--- config.mk ---
export PLATFORM = sky130hd
export DESIGN_NAME = bounded_sequence_list
export DESIGN_NICKNAME = d
export VERILOG_FILES = /design/src/rtl/bsl_pkg.sv /design/src/rtl/bsl_ram.sv /design/src/rtl/bounded_sequence_list.sv
export SDC_FILE = /design/constraint.sdc
export NUM_CORES = 1
export LEC_CHECK = 0
export ABC_AREA = 1
export BUFFER_PORTS_ARGS = -buffer_cell sky130_fd_sc_hd__buf_2
export CORE_MARGIN = 3
export CORE_UTILIZATION = 40
export DETAILED_ROUTE_END_ITERATION = 16
export SETUP_SLACK_MARGIN = 0.3
export SLEW_MARGIN = 40
export SYNTH_ARGS = -nofsm -noshare
export SYNTH_HDL_FRONTEND = slang
export SYNTH_SLANG_ARGS = --single-unit
--- constraint.sdc ---
create_clock -name aclk -period 4.6 [get_ports aclk]
set_input_delay 0.92 -clock aclk [delete_from_list [all_inputs] [get_ports aclk]]
set_output_delay 0.92 -clock aclk [all_outputs]
set_load 0.01 [all_outputs]
--- src/rtl/bsl_pkg.sv ---
// ----------------------------------------------------------------------------
// bsl_pkg : shared definitions for the bounded sequence list
// Command and status codes, field widths and default sizes.
// ----------------------------------------------------------------------------
package bsl_pkg;

    localparam int DEPTH_DEF      = 16;
    localparam int DATA_WIDTH_DEF = 32;

    // field widths fixed by the stream format
    localparam int CMD_W    = 2;
    localparam int VALUE_W  = 32;
    localparam int INDEX_W  = 4;
    localparam int STATUS_W = 2;
    localparam int POS_W    = 4;
    localparam int COUNT_W  = 5;

    localparam int S_TDATA_W = 40;
    localparam int M_TDATA_W = 48;

    localparam logic [CMD_W-1:0] CMD_INS_FRONT = 2'd0;
    localparam logic [CMD_W-1:0] CMD_INS_REAR  = 2'd1;
    localparam logic [CMD_W-1:0] CMD_FIND      = 2'd2;
    localparam logic [CMD_W-1:0] CMD_REMOVE    = 2'd3;

    localparam logic [STATUS_W-1:0] ST_OK   = 2'd0;
    localparam logic [STATUS_W-1:0] ST_FULL = 2'd1;
    localparam logic [STATUS_W-1:0] ST_MISS = 2'd2;

endpackage

--- src/rtl/bsl_ram.sv ---
// ----------------------------------------------------------------------------
// bsl_ram : simple dual-port RAM
// One write port, one read port, read data registered.
// ----------------------------------------------------------------------------
module bsl_ram #(
    parameter int WIDTH = 32,
    parameter int DEPTH = 16
) (
    input  logic                     aclk,
    input  logic                     we,
    input  logic [$clog2(DEPTH)-1:0] waddr,
    input  logic [WIDTH-1:0]         wdata,
    input  logic [$clog2(DEPTH)-1:0] raddr,
    output logic [WIDTH-1:0]         rdata
);

    logic [WIDTH-1:0] mem [DEPTH];

    always_ff @(posedge aclk) begin
        if (we) begin
            mem[waddr] <= wdata;
        end
        rdata <= mem[raddr];
    end

endmodule

--- src/rtl/bounded_sequence_list.sv ---
// ----------------------------------------------------------------------------
// bounded_sequence_list : ordered list with insert, find and remove
// Holds up to DEPTH values in positions 0 .. count-1 in a RAM and walks it
// with one read port and one write port under a small sequencer.
// ----------------------------------------------------------------------------
//
//  channel | dir | ports                         | content
//  --------+-----+-------------------------------+-----------------------------
//  s_      | in  | s_tvalid s_tready s_tdata     | command beat: cmd in tuser,
//          |     | s_tuser                       | value and index in tdata
//  m_      | out | m_tvalid m_tready m_tdata     | result beat: status in tuser,
//          |     | m_tuser                       | position, removed value, count
//
//  Insert rear, a full list and an early miss go straight to the emit stage;
//  insert front walks the whole list, find walks up to the first hit, and
//  remove walks from the index to the end. The single RAM port pair sets the
//  pace: every shift or compare moves one entry per cycle.
//  aresetn (synchronous, active low) clears the count and the sequencer; the
//  RAM is not cleared, since only positions below the count are ever read.
//  A result beat waits in the output register while the next command runs;
//  the sequencer holds in its emit stage only if that register is still full.
//
module bounded_sequence_list #(
    parameter int DEPTH      = bsl_pkg::DEPTH_DEF,
    parameter int DATA_WIDTH = bsl_pkg::DATA_WIDTH_DEF
) (
    input  logic                           aclk,
    input  logic                           aresetn,
    input  logic                           s_tvalid,
    output logic                           s_tready,
    // [31:0] value, [35:32] index, [39:36] zero
    input  logic [bsl_pkg::S_TDATA_W-1:0]  s_tdata,
    // [1:0] cmd
    input  logic [bsl_pkg::CMD_W-1:0]      s_tuser,
    output logic                           m_tvalid,
    input  logic                           m_tready,
    // [3:0] position, [35:4] removed_value, [40:36] count, [47:41] zero
    output logic [bsl_pkg::M_TDATA_W-1:0]  m_tdata,
    // [1:0] status
    output logic [bsl_pkg::STATUS_W-1:0]   m_tuser
);

    localparam int AW  = $clog2(DEPTH);
    localparam int CW  = $clog2(DEPTH + 1);
    localparam int VW  = (DATA_WIDTH < bsl_pkg::VALUE_W) ? DATA_WIDTH : bsl_pkg::VALUE_W;
    localparam int PW  = (AW < bsl_pkg::POS_W) ? AW : bsl_pkg::POS_W;
    localparam int CO  = (CW < bsl_pkg::COUNT_W) ? CW : bsl_pkg::COUNT_W;
    localparam int IXW = (CW > bsl_pkg::INDEX_W) ? CW : bsl_pkg::INDEX_W;

    localparam logic [2:0] S_IDLE = 3'd0;
    localparam logic [2:0] S_SHUP = 3'd1;
    localparam logic [2:0] S_FIND = 3'd2;
    localparam logic [2:0] S_RMV  = 3'd3;
    localparam logic [2:0] S_EMIT = 3'd4;

    // control state
    logic [2:0]    state_reg, state_next;
    logic [CW-1:0] count_reg, count_next;
    logic          issue_reg, issue_next;   // a RAM read is still to be issued
    logic          pend_reg, pend_next;     // read data for paddr arrives now
    logic          m_valid_reg, m_valid_next;

    // working payload
    logic [AW-1:0]                  ptr_reg, ptr_next;
    logic [AW-1:0]                  paddr_reg, paddr_next;
    logic [DATA_WIDTH-1:0]          val_reg, val_next;
    logic [bsl_pkg::INDEX_W-1:0]    idx_reg, idx_next;
    logic [bsl_pkg::STATUS_W-1:0]   res_status_reg, res_status_next;
    logic [bsl_pkg::POS_W-1:0]      res_pos_reg, res_pos_next;
    logic [bsl_pkg::VALUE_W-1:0]    res_rem_reg, res_rem_next;

    // output beat
    logic [bsl_pkg::STATUS_W-1:0]   m_status_reg, m_status_next;
    logic [bsl_pkg::POS_W-1:0]      m_pos_reg, m_pos_next;
    logic [bsl_pkg::VALUE_W-1:0]    m_rem_reg, m_rem_next;
    logic [bsl_pkg::COUNT_W-1:0]    m_count_reg, m_count_next;

    // RAM port
    logic                  ram_we;
    logic [AW-1:0]         ram_waddr;
    logic [DATA_WIDTH-1:0] ram_wdata;
    logic [AW-1:0]         ram_raddr;
    logic [DATA_WIDTH-1:0] ram_rdata;

    logic [DATA_WIDTH-1:0]       val_in;
    logic [bsl_pkg::INDEX_W-1:0] idx_in;
    logic [AW-1:0]               last_addr;
    logic                        full;

    bsl_ram #(
        .WIDTH (DATA_WIDTH),
        .DEPTH (DEPTH)
    ) u_ram (
        .aclk  (aclk),
        .we    (ram_we),
        .waddr (ram_waddr),
        .wdata (ram_wdata),
        .raddr (ram_raddr),
        .rdata (ram_rdata)
    );

    // keep only the low DATA_WIDTH bits of the incoming value
    assign val_in    = DATA_WIDTH'(s_tdata[VW-1:0]);
    assign idx_in    = s_tdata[bsl_pkg::VALUE_W +: bsl_pkg::INDEX_W];
    assign last_addr = AW'(count_reg - 1'b1);
    assign full      = (count_reg == CW'(DEPTH));

    assign s_tready = (state_reg == S_IDLE);
    assign m_tvalid = m_valid_reg;
    assign m_tuser  = m_status_reg;
    assign m_tdata  = {7'd0, m_count_reg, m_rem_reg, m_pos_reg};

    always_comb begin
        state_next      = state_reg;
        count_next      = count_reg;
        issue_next      = issue_reg;
        pend_next       = pend_reg;
        m_valid_next    = m_valid_reg;
        ptr_next        = ptr_reg;
        paddr_next      = paddr_reg;
        val_next        = val_reg;
        idx_next        = idx_reg;
        res_status_next = res_status_reg;
        res_pos_next    = res_pos_reg;
        res_rem_next    = res_rem_reg;
        m_status_next   = m_status_reg;
        m_pos_next      = m_pos_reg;
        m_rem_next      = m_rem_reg;
        m_count_next    = m_count_reg;
        ram_we          = 1'b0;
        ram_waddr       = '0;
        ram_wdata       = ram_rdata;
        ram_raddr       = ptr_reg;

        // drop the output beat once taken
        if (m_valid_reg && m_tready) begin
            m_valid_next = 1'b0;
        end

        case (state_reg)
            S_IDLE: begin
                if (s_tvalid) begin
                    val_next        = val_in;
                    idx_next        = idx_in;
                    res_status_next = bsl_pkg::ST_OK;
                    res_pos_next    = '0;
                    res_rem_next    = '0;
                    pend_next       = 1'b0;
                    case (s_tuser)
                        bsl_pkg::CMD_INS_FRONT: begin
                            if (full) begin
                                res_status_next = bsl_pkg::ST_FULL;
                                state_next      = S_EMIT;
                            end else if (count_reg == '0) begin
                                ram_we     = 1'b1;
                                ram_waddr  = '0;
                                ram_wdata  = val_in;
                                count_next = count_reg + 1'b1;
                                state_next = S_EMIT;
                            end else begin
                                // walk from the top entry down, moving each up one
                                ptr_next   = last_addr;
                                issue_next = 1'b1;
                                state_next = S_SHUP;
                            end
                        end
                        bsl_pkg::CMD_INS_REAR: begin
                            if (full) begin
                                res_status_next = bsl_pkg::ST_FULL;
                            end else begin
                                ram_we     = 1'b1;
                                ram_waddr  = AW'(count_reg);
                                ram_wdata  = val_in;
                                count_next = count_reg + 1'b1;
                            end
                            state_next = S_EMIT;
                        end
                        bsl_pkg::CMD_FIND: begin
                            if (count_reg == '0) begin
                                res_status_next = bsl_pkg::ST_MISS;
                                state_next      = S_EMIT;
                            end else begin
                                ptr_next   = '0;
                                issue_next = 1'b1;
                                state_next = S_FIND;
                            end
                        end
                        bsl_pkg::CMD_REMOVE: begin
                            if (IXW'(idx_in) >= IXW'(count_reg)) begin
                                res_status_next = bsl_pkg::ST_MISS;
                                state_next      = S_EMIT;
                            end else begin
                                // first read fetches the victim, the rest shift down
                                ptr_next   = AW'(idx_in);
                                issue_next = 1'b1;
                                state_next = S_RMV;
                            end
                        end
                        default: begin
                            state_next = S_IDLE;
                        end
                    endcase
                end
            end

            S_SHUP: begin
                if (pend_reg) begin
                    ram_we    = 1'b1;
                    ram_waddr = AW'(paddr_reg + 1'b1);
                end
                if (issue_reg) begin
                    pend_next  = 1'b1;
                    paddr_next = ptr_reg;
                    if (ptr_reg == '0) begin
                        issue_next = 1'b0;
                    end else begin
                        ptr_next = ptr_reg - 1'b1;
                    end
                end else begin
                    pend_next = 1'b0;
                    if (!pend_reg) begin
                        // gap is open at position 0
                        ram_we     = 1'b1;
                        ram_waddr  = '0;
                        ram_wdata  = val_reg;
                        count_next = count_reg + 1'b1;
                        state_next = S_EMIT;
                    end
                end
            end

            S_FIND: begin
                if (issue_reg) begin
                    pend_next  = 1'b1;
                    paddr_next = ptr_reg;
                    if (ptr_reg == last_addr) begin
                        issue_next = 1'b0;
                    end else begin
                        ptr_next = ptr_reg + 1'b1;
                    end
                end else begin
                    pend_next = 1'b0;
                end
                if (pend_reg) begin
                    if (ram_rdata == val_reg) begin
                        res_pos_next = bsl_pkg::POS_W'(paddr_reg[PW-1:0]);
                        issue_next   = 1'b0;
                        pend_next    = 1'b0;
                        state_next   = S_EMIT;
                    end else if (paddr_reg == last_addr) begin
                        res_status_next = bsl_pkg::ST_MISS;
                        pend_next       = 1'b0;
                        state_next      = S_EMIT;
                    end
                end
            end

            S_RMV: begin
                if (pend_reg) begin
                    if (paddr_reg == AW'(idx_reg)) begin
                        res_rem_next = bsl_pkg::VALUE_W'(ram_rdata[VW-1:0]);
                    end else begin
                        ram_we    = 1'b1;
                        ram_waddr = paddr_reg - 1'b1;
                    end
                end
                if (issue_reg) begin
                    pend_next  = 1'b1;
                    paddr_next = ptr_reg;
                    if (ptr_reg == last_addr) begin
                        issue_next = 1'b0;
                    end else begin
                        ptr_next = ptr_reg + 1'b1;
                    end
                end else begin
                    pend_next = 1'b0;
                    if (!pend_reg) begin
                        count_next = count_reg - 1'b1;
                        state_next = S_EMIT;
                    end
                end
            end

            S_EMIT: begin
                // hold until the output register is free
                if (!m_valid_reg || m_tready) begin
                    m_valid_next  = 1'b1;
                    m_status_next = res_status_reg;
                    m_pos_next    = res_pos_reg;
                    m_rem_next    = res_rem_reg;
                    m_count_next  = bsl_pkg::COUNT_W'(count_reg[CO-1:0]);
                    state_next    = S_IDLE;
                end
            end

            default: begin
                state_next = S_IDLE;
            end
        endcase
    end

    always_ff @(posedge aclk) begin
        if (!aresetn) begin
            state_reg   <= S_IDLE;
            count_reg   <= '0;
            issue_reg   <= 1'b0;
            pend_reg    <= 1'b0;
            m_valid_reg <= 1'b0;
        end else begin
            state_reg   <= state_next;
            count_reg   <= count_next;
            issue_reg   <= issue_next;
            pend_reg    <= pend_next;
            m_valid_reg <= m_valid_next;
        end
    end

    always_ff @(posedge aclk) begin
        ptr_reg        <= ptr_next;
        paddr_reg      <= paddr_next;
        val_reg        <= val_next;
        idx_reg        <= idx_next;
        res_status_reg <= res_status_next;
        res_pos_reg    <= res_pos_next;
        res_rem_reg    <= res_rem_next;
        m_status_reg   <= m_status_next;
        m_pos_reg      <= m_pos_next;
        m_rem_reg      <= m_rem_next;
        m_count_reg    <= m_count_next;
    end

`ifndef SYNTHESIS
    a_count_bound: assert property (@(posedge aclk) disable iff (!aresetn)
        count_reg <= CW'(DEPTH))
        else $error("entry count above depth");

    a_no_walk_when_idle: assert property (@(posedge aclk) disable iff (!aresetn)
        (state_reg == S_IDLE || state_reg == S_EMIT) |-> (!issue_reg && !pend_reg))
        else $error("RAM walk still active outside a busy state");

    a_busy_after_accept: assert property (@(posedge aclk) disable iff (!aresetn)
        (s_tvalid && s_tready) |=> !s_tready)
        else $error("command accepted while previous one still running");

    a_count_step: assert property (@(posedge aclk) disable iff (!aresetn)
        (count_reg != $past(count_reg)) |->
            (count_reg == $past(count_reg) + 1'b1 || count_reg == $past(count_reg) - 1'b1))
        else $error("entry count moved by more than one");
`endif

endmodule

# Word level (Yosys, flattened, before mapping)
# Memories as Yosys holds them, arrays and structs flattened. A register that Yosys moved wholly into a read port is not among the register bits.
# Cells that the tools add are included.
[word_totals] regBits=136 latch_bits=0 ram_bits=512 mem_bits_ro=0 input_bits=46 output_inout_bits=52 elab_cells=193 mem_count=1
[mem_list] memory="u_ram.mem" depth=16 word_bits=32 rd=1 rd_clocked_by_memory_dff=1 write_ports=1 line_no="bsl_ram.sv:17" text="logic [WIDTH-1:0] mem [DEPTH];"
[op_classes] n_addsub=6 mul=0 div_mod_pow=0 magnitude_cmp=1 n_eq_ne=39 shifts=0 muxes=102 bitwise=0 reduce_logical=28
[op_table] op="2-to-1 mux 32 bit" count=9
[op_table] op="one-hot mux 32 bit (2 select lines)" count=3
[op_table] op="2-to-1 mux 4 bit" count=20
[op_table] op="2-to-1 mux 5 bit" count=8
[op_table] op="one-hot mux 4 bit (3 select lines)" count=3
[op_table] op="!= test 2 bit (second input constant)" count=17
[op_table] op="2-to-1 mux 3 bit" count=11
[op_table] op="== test 32 bit" count=1
[op_table] op="2-to-1 mux 1 bit" count=30
[op_table] op="one-hot mux 3 bit (4 select lines)" count=2
[op_table] op="!= test 3 bit (second input constant)" count=7
[op_table] op="one-hot mux 5 bit (3 select lines)" count=1
[op_table] op="== test 4 bit" count=3
[op_table] op="2-to-1 mux 2 bit" count=6
[op_table] op="AND reduction 11 bit" count=1
[op_table] op="one-hot mux 5 bit (2 select lines)" count=1
[op_table] op="AND reduction 10 bit" count=1
[op_table] op="AND reduction 5 bit" count=2
[op_table] op="one-hot mux 1 bit (3 select lines)" count=3
[op_table] op="nonzero test 3 bit" count=3
[op_table] op="adder 4 x 1 -> 4 bit (second input constant)" count=2
[op_table] op="one-hot mux 4 bit (2 select lines)" count=1
[op_table] op="AND reduction 2 bit" count=4
[op_table] op="AND reduction 4 bit" count=2
[op_table] op="other kinds (29)" count=35

# Depth between registers and ports, before layout
# Gate-level depths: netlist (run 1).
[logic_depth] ltp_word=8 mapped_depth=14 depth_no_buf=14

# Hierarchy
# Synthesis (run 1) repeated with hierarchy kept, for this count alone.
[unflattened] hier_cells=2884 hier_area_um2=29828.6
[modules_own_cells] mod="bsl_ram" instances=1 cells_per_inst=2122 area_per_inst_um2=22739.3 seq_area_each_um2=16015.4
[modules_own_cells] mod="bounded_sequence_list" instances=1 cells_per_inst=762 area_per_inst_um2=7089.3 seq_area_each_um2=3973.8

# Worst setup path before layout (run 1)
# Ideal clock, no wire load.
[synth_path] path_type="register to register" from="reg state_reg[2]" to="reg res_rem_reg[0] in the netlist's numbering (enable)" setup_ps=470 arrival_time_ps=3310 required_ps=4130 setup_slack_ps=820 stages_incl_launch_ff=7 path_cell_list="dfxtp_1 > inv_2 > nand2_4 > inv_2 > nand2_4 > buf_2 > o31ai_1"
[synth_between] elab_chain_len=3 word_cells_on_any_way=7
[synth_lines] element="start: declaration" line_no="bounded_sequence_list.sv:57" text="logic [2:0] state_reg, state_next;"
[synth_lines] element="start signal: assignment" line_no="bounded_sequence_list.sv:310" text="state_reg <= state_next;"
[synth_lines] element="== test 3 x 2 -> 1 bit or logical NOT 3 bit (tied branches)" line_no="bounded_sequence_list.sv:140" text="case (state_reg)"
[synth_lines] element="!= test 2 bit (no line) or nonzero test 2 bit (tied branches)"
[synth_lines] element="AND reduction 4 bit (no line) (*)"
[synth_lines] element="end signal: assignment" line_no="bounded_sequence_list.sv:325" text="res_rem_reg <= res_rem_next;"
[synth_lines] element="end: declaration" line_no="bounded_sequence_list.sv:70" text="logic [bsl_pkg::VALUE_W-1:0] res_rem_reg, res_rem_next;"
# Every way passes the cells marked *; elsewhere a longest branch is shown, timed or not.
# A chain may end at the register's enable or synchronous reset.

# Worst setup path in the final report (run 1)
[layout_path] from="reg count_reg[0]" to="mem u_ram.mem[5][28], data pin"
[layout_between] elab_chain_len=6 word_cells_on_any_way=8
[layout_lines] element="start: declaration" line_no="bounded_sequence_list.sv:58" text="logic [CW-1:0] count_reg, count_next;"
[layout_lines] element="start signal: assignment" line_no="bounded_sequence_list.sv:311" text="count_reg <= count_next;"
[layout_lines] element="logical NOT 5 bit" line_no="bounded_sequence_list.sv:154" text="end else if (count_reg == '0) begin"
[layout_lines] element="2-to-1 mux 32 bit" line_no="bounded_sequence_list.sv:154"
[layout_lines] element="2-to-1 mux 32 bit" line_no="bounded_sequence_list.sv:151" text="if (full) begin"
[layout_lines] element="one-hot mux 32 bit (2 select lines) (*)" line_no="bounded_sequence_list.sv:149" text="case (s_tuser)"
[layout_lines] element="2-to-1 mux 32 bit (*)" line_no="bounded_sequence_list.sv:142" text="if (s_tvalid) begin"
[layout_lines] element="one-hot mux 32 bit (2 select lines) (*)" line_no="bounded_sequence_list.sv:140"
[layout_lines] element="named net ram_wdata[28]" line_no="bounded_sequence_list.sv:81" text="logic [DATA_WIDTH-1:0] ram_wdata;"
[layout_lines] element="end: declaration" line_no="bsl_ram.sv:17"
# Mark *: on every way through the listed nets, which the timed path passes. The rest lies on a longest branch.

==> metrics.txt, run 1 <==
status=finished clean; Period minus WS final=3.31 ns; Root Driver=clkbuf_16; RR Endpoint=u_ram.mem[5][28]; Via Count=18400; Area Growth Syn to Fin=13.8%; RSZ-0062 raised after global routing=false; Worst R2R Setup Slack=1.29 ns; Reg2Reg Launch Point=count_reg[0]; first-pass detailed-route iteration total=7; GRT Total Usage=between 10% and 20%; CP required=4.71 ns; type of the worst min-delay path=reg -> reg; H-Tree Depth=3; Die H=approximately 270 um; Clock Pin Slew Worst Setup and Hold Paths=0.06 ns; Non-Filler Instances=~3300; Final WS setup=1.29 ns; Cell variety after synth=46; CTS Hold Buffers Added=0; ant diodes=0; mux cell area share after synthesis=0.0405%; nets=2396; Async SR Flop Fraction=0%; Synth Area in Compound Gates=12.0%; post-CTS setup buffers=0; Worst VDD drop=0.496 mV; Placed Area=~29000 um2; # port buffers=86; # setup viols final=0; critical path endpoint=u_ram.mem[5][28]; GPL Wtd Cong=about 0.86; dpl hpwl=41.8 mm; Crit Path Category=reg -> reg; antenna-violating nets left=0; XOR/XNOR share of the synthesized area=between 1 and 1.5%; Final Hold Fails=0; CTS sink count=680; most flop-heavy register=u_ram.mem; Power Density=roughly 660 nW/um2; crit path launch type=flop; placed instance count=~3200; vias in the first global route=approximately 18000; largest net degree at the start of global routing=about 130; Min-Delay Startpoint=res_rem_reg[29]; top-area cell type share of the netlist area=between 60 and 70%; Final Util=46.5%; CP arrival=between 3 and 4 ns; Num CTS Buffers=69; first-pass GRT wire length=109 mm; Cell Rows=95; TritonCTS clock tree=done; synth warn=0; Final TNS setup=0 ns; Crit Path Max Fanout=25; Die W=roughly 270 um; Seq/Total Area, Yosys=72.0%; First DRT Iteration DRCs=~1900; most common cell in the synthesized netlist=edfxtp_1; final period utilization=71.8%; starting density of the core=40.8%; Post-Syn Instances=2270; Adder-Cell Fraction of Synth Area=less than 1%; core area=68000 um2; Synth Flop Type=edfxtp_1; Max Freq=0.303 GHz; Synth Area in Simple Gates=10.6%; clk_lat worst skew=0.61 ns; # DRC=0; fin area=31600 um2; initial antenna violation count=2; top-level I/O count=98; CTS resizes=0; Netlist Area Pre-Place=27800 um2; Slew Viols, Final=0; worst slew pin tran=0.830 ns; top cells by area, synth=edfxtp_1 (69%), o21ai_0 (5.5%), nor2_1 (4.7%); clock buffer depth=3; area leader, netlist=edfxtp_1; top cells by count, synth=edfxtp_1 (637), nor2_1 (348), o21ai_0 (307); Die Area=~73000 um2; final wirelength=72.0 mm; flops & latches, synth=about 700; worst slack at placement=about 1 ns; Setup crit start=count_reg[0]; layout cell share with drive strength beyond 1=12.0%; total of max-cap violations=0; overall power=between 20 and 25 mW; Worst slew margin=44.5%; Wirelength per Cell=21.8 um; Mapped Avg Cell Area=about 12 um2; Clock Skews=0.0336 ns; main combinational cell family by area after synthesis=compound AO/OA/AOI/OAI gates; Post-synth EDFFs=637; max reg flops=512; leakage=about 11 nW; drt via density=5.56; total congestion overflow=0; reg2reg path depth=11; final hold slack=0.410 ns; Critical Path Sink Type=flop
==> worst min path at each step <==
stage                    endpoint  slack, ns  cells past startpoint
floorplan            m_pos_reg[0]       0.40                      0
global placement     m_rem_reg[3]       0.40                      0
detailed placement  m_rem_reg[17]       0.40                      0
CTS                 m_rem_reg[29]       0.41                      0
global route        m_rem_reg[17]       0.43                      0
finish              m_rem_reg[29]       0.41                      0
==> cell families after synthesis <==
group / count (synthesis)
AOI/OAI and AO/OA: 591
xor gates and xnor gates: 40
adders and majority gates: 12
buffers and inverters: 234
DFF: 680
muxes: 1
other: 1
and+or+nand+nor: 711
==> layer usage <==
metal,vias to the layer above,global-route usage [%],routed length [um]
li1,8383,-,-
met1,9191,27.8,31400
met2,721,30.8,33500
met3,106,2.45,5330
met4,0,6.64,1860
met5,-,0,0
==> cell usage in the layout (no fill, tap or decap), types with 9 or more instances in the layout <==
cell,n
dfxtp_1,43
o21ai_0,307
o221ai_1,47
o22ai_1,95
a21oi_1,90
nand2_1,233
buf_2,86
clkinv_1,9
clkbuf_8,14
nor2_1,328
buf_4,35
xnor2_1,32
o211ai_1,20
edfxtp_1,637
ha_1,11
inv_2,10
clkbuf_1,14
clkbuf_16,70
nand3_1,101
inv_1,79
nor2_4,23
o21ai_1,20
==> worst max-delay path: stages, from the launching register on <==
cell and delay (ns):
dfxtp_1 0.57, inv_2 0.18, ha_1 0.25, nand2_2 0.11, nor2_2 0.06, inv_2 0.11, nand3_4 0.25, nor2_4 0.37
buf_16 0.21, o22ai_1 0.08, nand2_1 0.07, nand3_1 0.54
==> power by group <==
part           switching [mW]  leakage (nW)  total (mW)  internal [mW]
Sequential              0.506          6.20        9.26           8.75
Clock                    2.27          1.08        5.42           3.15
Combinational            4.65          3.47        6.23           1.58
Total                    7.43          10.8        20.9           13.5
==> cell type report <==
| type | count | area, um2 |
|---|---|---|
| inverter | 92 | 353 |
| clock inverter | 25 | 208 |
| fill | 6101 | 36400 |
| multi-input combinational | 1362 | 6970 |
| timing repair buffer | 133 | 933 |
| tap | 921 | 1150 |
| clock buffer | 98 | 2000 |
| sequential | 680 | 20000 |
(Power assumes the default switching activity.)
==> inputs of run 2 (changes only) <==
clock period = 3.4 ns   (was 4.6 ns; I/O delays follow)
==> metrics.txt, run 2 (synthesized netlist as in run 1, its figures left out) <==
Sequential Area=20000 um2 (unchanged); first-pass detailed-route iteration total=5 (-2); antenna-violating nets left=0 (unchanged); # port buffers=86 (unchanged); worst slack at placement=0.465 ns (-0.534 ns); Root Driver=clkbuf_16; max reg flops=512 (unchanged); Crit Path Category=reg -> reg; Max Freq=0.345 GHz (+14%); Die H=269 um (unchanged); Num CTS Buffers=67 (-2.9%); layout cell share with drive strength beyond 1=13.0% (+0.97 points); first-pass GRT wire length=110 mm (+1.0%); combinational share of power=30.8% (+1.0 points); CP arrival=3.03 ns (-0.39 ns); Clock Pin Slew Worst Setup and Hold Paths=0.07 ns (about the same); Worst slew margin=50.3% (+5.7 points); CTS sink count=680 (unchanged); overall power=28.6 mW (+37%); total congestion overflow=0 (unchanged); # setup viols final=0 (unchanged); met3 usage=3.05% (+0.60 points); TritonCTS clock tree=done; largest net degree at the start of global routing=145 (+9.8%); CP required=3.53 ns (-1.18 ns); H-Tree Depth=3 (unchanged); Wirelength per Cell=22.0 um (+1.2%); filler cell count=6047 (-0.89%); Worst VDD drop=0.709 mV (+43%); Slowest-stage cell, CP=nand3_1; max incr delay on CP=0.50 ns (-0.07 ns); Critical Path Sink Type=flop; clock buffer depth=3 (unchanged); RSZ-0062 raised after global routing=false; core area=68000 um2 (unchanged); Slew Viols, Final=0 (unchanged); WP depth=11 (unchanged); type of the worst min-delay path=in -> reg; status=finished clean; grt peak-use layer=met2; Via Count=18300 (-0.31%); Power Internal=18.4 mW (+36%); First DRT Iteration DRCs=2123 (+13%); leading cell type in the layout, fill and taps excluded=edfxtp_1; Crit Path Max Fanout=16 (-36%); Final WS setup=0.498 ns (-0.797 ns); clock network fraction of total power=25.9% (about the same); Period minus WS final=2.90 ns (-0.403 ns); # DRC=0 (unchanged); top-level I/O count=98 (unchanged); nets=2425 (+1.2%); Seq pwr share=43.3% (-1.0 points); starting density of the core=40.8% (unchanged); final period utilization=85.3% (+13 points); placed instance count=3219 (+1.0%); GR Util met1=27.7% (-0.16 points); Power Density=898 nW/um2 (+36%); reg2reg path depth=11 (unchanged); Final Hold Fails=0 (unchanged); Clock Skews=0.0243 ns (-0.00925 ns); drt via density=5.49 (-1.3%); initial antenna violation count=0 (-2); worst hold path depth=1 (+1); Die W=269 um (unchanged); worst-path cell chain=inv_1, ha_1, nand2_2, nor2_2, inv_2, nand3_4, nor2_4, buf_4, o22ai_1, nand2_1, nand3_1; crit path launch type=flop; most flop-heavy register=u_ram.mem; Cell Rows=95 (unchanged); leakage=10.9 nW (+1.6%); M2 GR Usage=31.5% (+0.68 points); CP delay by family, top=simple AND/OR/NAND/NOR gates; worst slew pin tran=0.744 ns (-0.0858 ns); sw power=10.2 mW (+38%); Area Growth Syn to Fin=14.9%; Non-Filler Instances=3343 (+0.97%); worst path buffer plus inverter count=3 (unchanged); most frequent cells in the layout=edfxtp_1 (637), nor2_1 (329), o21ai_0 (307); Die Area=72600 um2 (unchanged); clk_lat worst skew=0.61 ns (about the same); final wirelength=73.6 mm (+2.1%); area taken by multi-input logic gates=6970 um2 (about the same); switch share=35.8% (+0.23 points); dpl hpwl=43.5 mm (+4.0%); GPL Wtd Cong=0.881 (+2.8%); vias in the first global route=17700 (-0.062%); GRT Total Usage=19.9% (+0.42 points); total of max-cap violations=0 (unchanged)
run 2: final timing paths:
path,start,endpoint,slack (ns)
worst max-delay path,count_reg[1],u_ram.mem[5][7],0.50
worst min register to register,res_rem_reg[10],m_rem_reg[10],0.41
worst min-delay path,s_tdata[7],val_reg[7],0.27
worst max register to register,count_reg[1],u_ram.mem[5][7],0.50
run 2: worst reg2reg max path: stages, from the launching register on:
cell and delay (ns):
dfxtp_1 0.42, inv_1 0.17, ha_1 0.25, nand2_2 0.12, nor2_2 0.05, inv_2 0.10
nand3_4 0.14, nor2_4 0.35, buf_4 0.19, o22ai_1 0.06, nand2_1 0.06, nand3_1 0.50
run 2: power by group through the flow:
stage                     logic, mW  clock network, mW  registers (mW)
final                          8.82               7.43            12.4
after global routing           9.67               7.95            12.5
after CTS                      8.75               7.58            12.4
after detailed placement       8.71                  0            12.5
after global placement         8.46                  0            12.5
after floorplan                5.35                  0            12.4
run 2: through the flow:
stage / setup TNS [ns] / utilization [%] / area (um2) / hold WS (ns)
floorplan: -16.29 / - / 27800 / 0.400
global placement: 0 / 43.6 / 29700 / 0.401
detailed placement: 0 / 43.7 / 29700 / 0.405
CTS: 0 / 46.9 / 31900 / 0.237
global route: 0 / 46.9 / 31900 / 0.250
finish: 0 / 46.9 / 31900 / 0.270
run 2: routing by layer:
| metal | routed length, um | vias up |
|---|---|---|
| met5 | 0 | - |
| met4 | 2330 | 0 |
| met3 | 5830 | 143 |
| met2 | 34500 | 780 |
| met1 | 30900 | 8983 |
| li1 | - | 8438 |
run 2: layout make-up:
class                           count  share of cell area [%]
Antenna cell                        2                  0.0157
Timing Repair Buffer              164                    3.87
Multi-Input combinational cell   1362                    21.9
Inverter                           92                    1.10
Clock buffer                       82                    5.66
Sequential cell                   680                    62.7
Clock inverter                     40                    1.21
Tap cell                          921                    3.61
run 2: what timing repair did:
action,in CTS,in global routing
buffers inserted,0,0
resized for setup,0,1
endpoints found under the setup margin,0,9
hold buffers,0,0
